$ cat src/sv/mrlp_pkg.sv
// Shared types, constants and helpers of the protection region list programmer.
package mrlp_pkg;

  // Slot counter holds 0..16 so it needs one bit more than a slot number
  localparam int unsigned SlotCntW = 5;

  localparam logic [1:0] TypeNormal = 2'd0;
  localparam logic [1:0] TypeDevice = 2'd1;
  localparam logic [1:0] TypeShared = 2'd2;
  localparam logic [1:0] TypeStack  = 2'd3;

  localparam logic [4:0] MinExp = 5'd5;
  localparam logic [4:0] MaxExp = 5'd31;

  localparam logic [31:0] BaseValid    = 32'h0000_0010;
  localparam logic [31:0] AttrEnable   = 32'h0000_0001;
  localparam logic [31:0] AttrXn       = 32'h1000_0000;
  localparam logic [31:0] AttrApRw     = 32'h0300_0000;
  localparam logic [31:0] AttrApRo     = 32'h0600_0000;
  localparam logic [31:0] AttrMemNorm  = 32'h000F_0000;
  localparam logic [31:0] AttrMemDev   = 32'h0005_0000;
  localparam logic [31:0] AttrMemShare = 32'h0003_0000;

  typedef struct packed {
    logic [31:0] region_base;
    logic [31:0] region_size;
    logic [1:0]  region_perms;
    logic [1:0]  region_type;
    logic        kernel_space;
    logic        has_region;
    logic        last_region;
  } in_word_t;

  typedef struct packed {
    logic [3:0]  slot_number;
    logic [31:0] base_word;
    logic [31:0] attr_word;
    logic        last_write;
  } out_word_t;

  typedef enum logic [2:0] {
    ST_IDLE,
    ST_CHECK,
    ST_SEARCH,
    ST_REGION,
    ST_FLUSH
  } ctrl_state_e;

  typedef struct packed {
    logic load;
    logic search_start;
    logic search_step;
    logic emit_region;
    logic emit_disable;
    logic slot_reset;
  } dp_cmd_t;

  typedef struct packed {
    logic writes;     // descriptor takes a slot
    logic size_zero;
    logic last;
    logic hit;        // window at current exponent covers the region, or the largest exponent is reached
    logic slot_done;  // no slot left
    logic out_free;   // output register can take a word this cycle
  } dp_sts_t;

  function automatic logic [31:0] attr_bits(input logic [1:0] perms, input logic [1:0] rtype);
    logic [31:0] a;
    a = perms[0] ? AttrApRw : AttrApRo;
    if (!perms[1]) a = a | AttrXn;
    unique case (rtype)
      TypeDevice: a = a | AttrMemDev;
      TypeShared: a = a | AttrMemShare;
      default:    a = a | AttrMemNorm;
    endcase
    return a;
  endfunction

endpackage

$ cat src/sv/mrlp_ctrl.sv
// Sequencer of the region list programmer: input handshake and step control.
module mrlp_ctrl
  import mrlp_pkg::*;
(
  input  logic    clk_i,
  input  logic    rst_ni,
  input  logic    in_valid_i,
  output logic    in_stall_o,
  input  dp_sts_t sts_i,
  output dp_cmd_t cmd_o
);

  ctrl_state_e state_q, state_d;

  always_ff @(posedge clk_i or negedge rst_ni) begin
    if (!rst_ni) begin
      state_q <= ST_IDLE;
    end else begin
      state_q <= state_d;
    end
  end

  always_comb begin
    state_d    = state_q;
    cmd_o      = '0;
    in_stall_o = 1'b1;
    unique case (state_q)
      ST_IDLE: begin
        in_stall_o = 1'b0;
        if (in_valid_i) begin
          cmd_o.load = 1'b1;
          state_d    = ST_CHECK;
        end
      end
      ST_CHECK: begin
        priority if (sts_i.writes && sts_i.size_zero) begin
          state_d = ST_REGION;
        end else if (sts_i.writes) begin
          cmd_o.search_start = 1'b1;
          state_d            = ST_SEARCH;
        end else if (sts_i.last) begin
          state_d = ST_FLUSH;
        end else begin
          state_d = ST_IDLE;
        end
      end
      ST_SEARCH: begin
        if (sts_i.hit) begin
          state_d = ST_REGION;
        end else begin
          cmd_o.search_step = 1'b1;
        end
      end
      ST_REGION: begin
        if (sts_i.out_free) begin
          cmd_o.emit_region = 1'b1;
          state_d           = sts_i.last ? ST_FLUSH : ST_IDLE;
        end
      end
      ST_FLUSH: begin
        priority if (sts_i.slot_done) begin
          cmd_o.slot_reset = 1'b1;
          state_d          = ST_IDLE;
        end else begin
          // waits here while the output register is stalled
          cmd_o.emit_disable = sts_i.out_free;
        end
      end
      default: state_d = ST_IDLE;
    endcase
  end

endmodule

$ cat src/sv/mrlp_dp.sv
// Datapath: descriptor register, window search, slot counter and output register.
module mrlp_dp
  import mrlp_pkg::*;
#(
  parameter int unsigned NUM_SLOTS       = 8,
  parameter int unsigned FIRST_USER_SLOT = 3
) (
  input  logic      clk_i,
  input  logic      rst_ni,
  input  in_word_t  in_data_i,
  input  logic      out_stall_i,
  output logic      out_valid_o,
  output out_word_t out_data_o,
  input  dp_cmd_t   cmd_i,
  output dp_sts_t   sts_o
);

  localparam logic [SlotCntW-1:0] NumSlotsC = SlotCntW'(NUM_SLOTS);
  localparam logic [SlotCntW-1:0] FirstC    = SlotCntW'(FIRST_USER_SLOT);

  in_word_t            in_q;
  logic [31:0]         end_q;
  logic [4:0]          exp_q, exp_d;
  logic [SlotCntW-1:0] slot_q, slot_d, slot_next;
  logic                out_valid_q, out_valid_d;
  out_word_t           out_q, out_d;

  logic [31:0] wsize, wbase;
  logic        last_slot;

  assign wsize     = 32'd1 << exp_q;
  assign wbase     = in_q.region_base & ~(wsize - 32'd1);
  assign slot_next = slot_q + SlotCntW'(1);
  assign last_slot = slot_next >= NumSlotsC;

  assign sts_o.writes    = in_q.has_region && !in_q.kernel_space &&
                           (in_q.region_type != TypeStack) && (slot_q < NumSlotsC);
  assign sts_o.size_zero = in_q.region_size == 32'd0;
  assign sts_o.last      = in_q.last_region;
  // wrapping compare, stops at the largest window regardless
  assign sts_o.hit       = ((wbase + wsize) >= end_q) || (exp_q == MaxExp);
  assign sts_o.slot_done = slot_q >= NumSlotsC;
  assign sts_o.out_free  = !out_valid_q || !out_stall_i;

  always_comb begin
    exp_d       = exp_q;
    slot_d      = slot_q;
    out_d       = out_q;
    out_valid_d = out_valid_q && out_stall_i;
    if (cmd_i.search_start) exp_d = MinExp;
    if (cmd_i.search_step)  exp_d = exp_q + 5'd1;
    if (cmd_i.slot_reset)   slot_d = FirstC;
    if (cmd_i.emit_region) begin
      out_valid_d       = 1'b1;
      slot_d            = slot_next;
      out_d.slot_number = slot_q[3:0];
      out_d.last_write  = in_q.last_region && last_slot;
      if (sts_o.size_zero) begin
        out_d.base_word = 32'd0;
        out_d.attr_word = 32'd0;
      end else begin
        out_d.base_word = wbase | BaseValid | {28'd0, slot_q[3:0]};
        out_d.attr_word = AttrEnable | {26'd0, exp_q - 5'd1, 1'b0} |
                          attr_bits(in_q.region_perms, in_q.region_type);
      end
    end
    if (cmd_i.emit_disable) begin
      out_valid_d       = 1'b1;
      slot_d            = slot_next;
      out_d.slot_number = slot_q[3:0];
      out_d.base_word   = 32'd0;
      out_d.attr_word   = 32'd0;
      out_d.last_write  = last_slot;
    end
  end

  always_ff @(posedge clk_i or negedge rst_ni) begin
    if (!rst_ni) begin
      slot_q      <= FirstC;
      out_valid_q <= 1'b0;
    end else begin
      slot_q      <= slot_d;
      out_valid_q <= out_valid_d;
    end
  end

  always_ff @(posedge clk_i) begin
    if (cmd_i.load) begin
      in_q  <= in_data_i;
      end_q <= in_data_i.region_base + in_data_i.region_size;
    end
    exp_q <= exp_d;
    out_q <= out_d;
  end

  assign out_valid_o = out_valid_q;
  assign out_data_o  = out_q;

endmodule

$ cat src/sv/mpu_region_list_programmer.sv
// Top level of the protection region list programmer.
// One descriptor word is taken at a time. A skipped descriptor passes through
// accept and check. A region of nonzero size then tries window exponents in turn,
// from 5 up to the first that covers base+size or up to 31, each by the single
// add-and-compare window test, then loads the output register. A descriptor
// with the last mark then writes a disabled word to each remaining slot and
// rewinds the slot counter. A stalled output with a word pending holds the output
// load and the disabled-slot writes. The next descriptor is accepted while the
// final word still waits in the output register.
module mpu_region_list_programmer
  import mrlp_pkg::*;
#(
  parameter int unsigned NUM_SLOTS       = 8,
  parameter int unsigned FIRST_USER_SLOT = 3
) (
  input  logic      clk_i,
  input  logic      rst_ni,
  input  logic      in_valid_i,
  output logic      in_stall_o,
  input  in_word_t  in_data_i,
  output logic      out_valid_o,
  input  logic      out_stall_i,
  output out_word_t out_data_o
);

  dp_cmd_t cmd;
  dp_sts_t sts;

  mrlp_ctrl u_ctrl (
    .clk_i      (clk_i),
    .rst_ni     (rst_ni),
    .in_valid_i (in_valid_i),
    .in_stall_o (in_stall_o),
    .sts_i      (sts),
    .cmd_o      (cmd)
  );

  mrlp_dp #(
    .NUM_SLOTS       (NUM_SLOTS),
    .FIRST_USER_SLOT (FIRST_USER_SLOT)
  ) u_dp (
    .clk_i       (clk_i),
    .rst_ni      (rst_ni),
    .in_data_i   (in_data_i),
    .out_stall_i (out_stall_i),
    .out_valid_o (out_valid_o),
    .out_data_o  (out_data_o),
    .cmd_i       (cmd),
    .sts_o       (sts)
  );

endmodule

$ cat config.mk
export PLATFORM = sky130hd
export DESIGN_NAME = mpu_region_list_programmer
export DESIGN_NICKNAME = d
export VERILOG_FILES = /design/src/sv/mrlp_pkg.sv /design/src/sv/mrlp_ctrl.sv /design/src/sv/mrlp_dp.sv /design/src/sv/mpu_region_list_programmer.sv
export SDC_FILE = /design/constraint.sdc
export NUM_CORES = 1
export LEC_CHECK = 0
export ABC_AREA = 1
export BUFFER_PORTS_ARGS = -buffer_cell sky130_fd_sc_hd__buf_2
export CAP_MARGIN = 20
export CORE_UTILIZATION = 25
export DETAILED_ROUTE_END_ITERATION = 8
export GPL_ROUTABILITY_DRIVEN = 0
export GPL_TIMING_DRIVEN = 0
export MAX_ROUTING_LAYER = met4
export PLACE_DENSITY = 0.42
export SYNTH_ARGS = -nofsm -noshare
export SYNTH_HDL_FRONTEND = slang
export SYNTH_SLANG_ARGS = --single-unit
$ cat constraint.sdc
create_clock -name clk_i -period 5.6 [get_ports clk_i]
set_clock_uncertainty 0.15 [all_clocks]
set_input_delay 0.84 -clock clk_i [delete_from_list [all_inputs] [get_ports clk_i]]
set_output_delay 0.84 -clock clk_i [all_outputs]
set_load 0.01 [all_outputs]
[Word level (Yosys, flattened, before mapping)]
Cells that the tools add are included.
Storage, ports and cells
  memories: 0
  bits in writable memories: 0
  register bits after elaboration: 186
  latch bits: 0
  input bits: 75
  bits in read-only memories: 0
Operators by class
  eq/ne operators: 12
  add/subtract/negate cells: 6
  magnitude comparators: 4
  multipliers: 0
  div/mod/pow operators: 0
  reduce and logical (&&, ||, !) cells: 17
  bitwise operators: 4
  shifts and indexed selects: 1
  muxes and demuxes: 36
Operators by type and width (count)
  2-to-1 mux 69 bit: 2
  adder 32 bit: 2
  2-to-1 mux 32 bit: 2
  2-to-1 mux 64 bit: 1
  one-hot mux 20 bit (2 select lines): 1
  bitwise AND 32 bit: 1
  greater-or-equal comparator 32 bit: 1
  logical NOT 32 bit: 1
  inverter 32 bit: 1
  OR 32 x 4 -> 32 bit: 1
  OR 6 x 32 -> 32 bit: 1
  left shift 1 x 5 -> 32 bit, first input constant: 1
  subtractor 32 x 1 -> 32 bit, second input constant: 1
  2-to-1 mux 29 bit: 1
  2-to-1 mux 27 bit: 1
  2-to-1 mux 5 bit: 5
  2-to-1 mux 3 bit: 7
  one-hot mux 3 bit (5 select lines): 1
  2-to-1 mux 1 bit: 14
  adder 5 x 1 -> 5 bit, second input constant: 2
  greater-or-equal comparator 5 x 4 -> 1 bit, second input constant: 2
  != test 2 bit, second input constant: 4
  == test 3 x 2 -> 1 bit, second input constant: 2
  logical AND 1 bit: 6
  15 further kinds: 19

[Logic depth before layout (Yosys ltp)]
  depth in word-level cells: 10
  depth in mapped cells: 37
  gate-level depth less buffers: 37

[By module]
Synthesis repeated with hierarchy kept, for this count alone.
Second synthesis, totals
  cells, all modules: 1464
  area, all modules: 11476.0 um2
By module, submodules not included
  mrlp_dp: instances 1, cells each 1420, area an instance 11212.0 um2
  mrlp_ctrl: instances 1, cells each 44, area an instance 264.0 um2

[Worst setup path before layout]
Ideal clock, no wire load.
  kind: input to register
  from: input in_valid_i
  to: register u_dp.end_q[0] (enable)
  arrival time: 5.129 ns
  cell stages on the path: 2
  setup slack: -0.245 ns
  cells stage by stage: inv_1 -> nor2_1
RTL lines
  from (decl): line mpu_region_list_programmer.sv:18  | input logic in_valid_i,
  to (signal assigned): line mrlp_dp.sv:90  | end_q <= in_data_i.region_base + in_data_i.region_size;
  to (decl): line mrlp_dp.sv:22  | logic [31:0] end_q;

[Worst setup path in the final report]
  from: register u_dp.exp_q[0]
  to: register u_dp.exp_q[4], data pin
On the way
  word-level cells in the longest chain between the ends: 10
  elaborated cells between the ends (all ways): 12
RTL lines
  from (decl): line mrlp_dp.sv:23  | logic [4:0] exp_q, exp_d;
  from (signal assigned): line mrlp_dp.sv:92  | exp_q <= exp_d;
  left shift 1 x 5 -> 32 bit: line mrlp_dp.sv:31  | assign wsize = 32'd1 << exp_q;
  subtractor 32 x 1 -> 32 bit: line mrlp_dp.sv:32  | assign wbase = in_q.region_base & ~(wsize - 32'd1);
  inverter 32 bit: line mrlp_dp.sv:32
  bitwise AND 32 bit: line mrlp_dp.sv:32
  adder 32 bit: line mrlp_dp.sv:41  | assign sts_o.hit = ((wbase + wsize) >= end_q) || (exp_q == MaxExp);
  greater-or-equal comparator 32 bit: line mrlp_dp.sv:41
  logical OR 1 bit: line mrlp_dp.sv:41
  2-to-1 mux 1 bit: line mrlp_ctrl.sv:48  | if (sts_i.hit) begin
  2-to-1 mux 1 bit: line mrlp_ctrl.sv:27  | unique case (state_q)
  2-to-1 mux 5 bit (*): line mrlp_dp.sv:51  | if (cmd_i.search_step) exp_d = exp_q + 5'd1;
Mark *: on every way between the ends. The rest lies on a longest branch, timed or not.
A chain may end at the register's enable or synchronous reset.

==> out/results.tsv <==
stage	metric	value	unit
global_route	globalRouteOverflowTotal	0	
routing	dr.pass1.iters	5	
placed_design	dpl_cell_area	0.0129	mm^2
placed_design	dp.cells	2113	
power_and_ir_drop	combPwrFrac	0.447	
power_and_ir_drop	swShare	0.404	
sta	timing.final.ws_setup	-14.1	ps
routing	wirelength	36.6	mm
layout	n_antenna_cell	0	
yosys	synth_area	0.0114	mm^2
yosys	synth_warnings	0	
sta	slew_violations	0	
sta	rsz0062_at_grt	yes	
clock_network	root_buffer	clkbuf_16	
power_and_ir_drop	p_switching	2310	uW
global_route	antenna_found_initial	0	
floorplan	chipWidth	215	um
status	violations	negative setup slack	
power_and_ir_drop	power_density	381	mW/mm^2
power_and_ir_drop	clockPowerShare	0.211	
critical_path	worst-path-max-fanout	6	
clock_network	clk_path_buf_depth	2	
sta	max_clock_freq	0.178	GHz
clock_network	cts_inserted_buffers	17	
yosys	synth_flop_cell	edfxtp_1	
sta	period_share	1.00	
layout	syn2layout_area_growth	31.9	%
power_and_ir_drop	p_int	3410	uW
critical_path	critPathLaunchType	flip-flop	
floorplan	die_y	215	um
routing	vias	9988	
sta	post-route-min-period	5610	ps
placed_design	numPortBuffers	127	
yosys	netlist_instances	1374	
clock_network	cts_tree	yes	
critical_path	crit_arrival	5680	ps
critical_path	critical_path_class	flip-flop to flip-flop	
placed_design	dp_hpwl	29.7	mm
yosys	yosysSeqAreaShare	0.394	
floorplan	rows	77	
yosys	postSynthAreaPerCell	8.29	um^2
floorplan	io_pins	146	
critical_path	critPathMaxStageDelay	520	ps
yosys	synthArstFlopShare	0.0545	
critical_path	cp-end-kind	flip-flop	
min_path	hold_class	input pin to asynchronous set/reset pin	
clock_network	clock-sinks	165	
global_route	grtUsageTotal	0.163	
power_and_ir_drop	seq_power_share	0.343	
sta	finalHoldViolCount	0	
routing	wl_per_cell	16.5	um
global_route	grt_max_degree	34	
layout	final_common_cell	nand2_1	
floorplan	dieArea	0.0464	mm^2
clock_network	clk_pin_slew	80	ps
sta	maxSlewHeadroom	0.400	
layout	drive_gt1_frac	0.301	
clock_network	worstSkewPairLatency	470	ps
sta	setup_viol	1	
critical_path	crit_required	5670	ps
status	outcome	finished, violations left	
layout	layout.cells.non_filler	2214	
sta	worstMarginPinSlew	894	ps
routing	antenna_left	0	
yosys	synth_edf_count	113	
routing	drc	0	
routing	drt_iter0_markers	604	
power_and_ir_drop	vdd_ir_drop_max	169	uV
yosys	synth.distinct_cells	62	
floorplan	coreArea	0.0446	mm^2
critical_path	crit_top_cell	nand4_1	
layout	final_area	0.0150	mm^2
clock_network	h-tree-depth	4	
global_route	grt_pass1_wl	55.5	mm
yosys	ys_seq_elements	165	
floorplan	initial_core_util	0.255	
layout	fin_nets	1786	
routing	avgViaCountPerCell	4.51	
critical_path	crit_path_top_delay_cell	edfxtp_1	
layout	layout_common_cells	nand2_1, inv_1, buf_2, edfxtp_1, nor2_1	
power_and_ir_drop	p_leak	0.00685	uW
job	maxCapViolations	0	
global_route	grt_pass1_vias	10000	
## per-layer routing
metal,wire length [um],global-route usage,vias up
met5,0,-,-
met4,669,0.0515,0
met3,919,0.0241,40
met2,16800,0.258,183
met1,18200,0.213,4626
li1,-,-,5139
## cells by family after synthesis
kind of cell | after synthesis | synth area share
xor+xnor | 56 | 0.0431
other cells | 1 | 0.000329
simple gates | 580 | 0.234
buf+inv | 211 | 0.0804
flops | 165 | 0.394
fa+ha+maj | 102 | 0.113
compound gates | 259 | 0.136
## registers in the layout, indices dropped and copies added, names as in the netlist
signal and flops:
u_dp.in_q 70, u_dp.out_data_o 48, u_dp.end_q 32, u_dp.exp_q 5, u_dp.slot_q 5, u_ctrl.state_q 3
u_dp.out_valid_o 1, u_dp.sts_o 1
## worst max-delay path: cells and delay by family, from the launching register on
family	cells	cell delay, ps
flip-flops	1	520
AND/OR/NAND/NOR	21	2500
AO/OA/AOI/OAI	4	600
buffers and inverters	6	700
adder cells (fa/ha/maj)	4	890
## cells in the mapped netlist, types with 7 or more instances
master,instances,area [um^2]
ha_1,101,1260
nand3_2,8,80.1
nand2_2,12,75.1
nor2_1,127,477
xor2_1,39,342
xnor2_1,17,149
o21ai_1,7,35.0
inv_2,7,26.3
nor3_1,28,140
o21ai_0,66,330
nor4_1,12,75.1
nand3_1,49,245
dfxtp_1,43,861
dfrtp_1,7,175
buf_4,24,180
a22o_1,21,184
nand2_1,287,1080
a21oi_1,109,546
clkbuf_1,7,26.3
edfxtp_1,113,3390
nand4_1,24,150
inv_1,166,623
## layout make-up
| cell class | count | area, um^2 |
|---|---|---|
| Clock buffer | 19 | 475 |
| Sequential cell | 165 | 4480 |
| Buffer | 37 | 260 |
| Inverter | 174 | 656 |
| Timing Repair Buffer | 199 | 1250 |
| Tap cell | 592 | 741 |
| Clock inverter | 13 | 123 |
| Fill cell | 4708 | 29600 |
| Multi-Input combinational cell | 1015 | 7030 |
## metrics by stage
step / utilization / setup slack [ps] / hold slack (ps) / total power, uW / setup TNS, ps
CTS: 0.325 / -9.29 / 43.7 / 5620 / -22.7
floorplan: - / 578 / 268 / 3320 / 0
detailed placement: 0.289 / -1210 / 287 / 4070 / -13140
global placement: 0.288 / -1240 / 274 / 4040 / -20900
global route: 0.337 / -333 / 61.7 / 6150 / -3920
finish: 0.337 / -14.1 / 72.2 / 5720 / -14.1
## what timing repair did
item,in CTS,in global routing
setup endpoints to repair,13,13
buffers inserted,51,19
hold buffers,0,0
gates resized for setup,147,87
pin swaps,49,57
## path summary, 6_finish.rpt
| check | from | to | slack (ps) | cells after the start |
|---|---|---|---|---|
| min in group clk_i | u_dp.in_q[6] | u_dp.out_data_o[29] | 300 | 1 |
| min reg2reg | u_dp.in_q[6] | u_dp.out_data_o[29] | 300 | 1 |
| max | u_dp.exp_q[0] | u_dp.exp_q[4] | -10 | 35 |
| max reg2reg | u_dp.exp_q[0] | u_dp.exp_q[4] | -10 | 35 |
| max in group asynchronous | rst_ni | u_dp.slot_q[0] | 4950 | 1 |
| min | rst_ni | u_dp.out_valid_o | 70 | 1 |
## power by group through the flow
stage | combinational (uW) | sequential (uW) | clock [uW]
floorplan | 1330 | 1990 | 0
global placement | 2010 | 2030 | 0
detailed placement | 2080 | 1990 | 0
CTS | 2400 | 1970 | 1250
global route | 2850 | 2000 | 1290
finish | 2560 | 1960 | 1210
No activity file was read; power rests on OpenSTA's default activity.
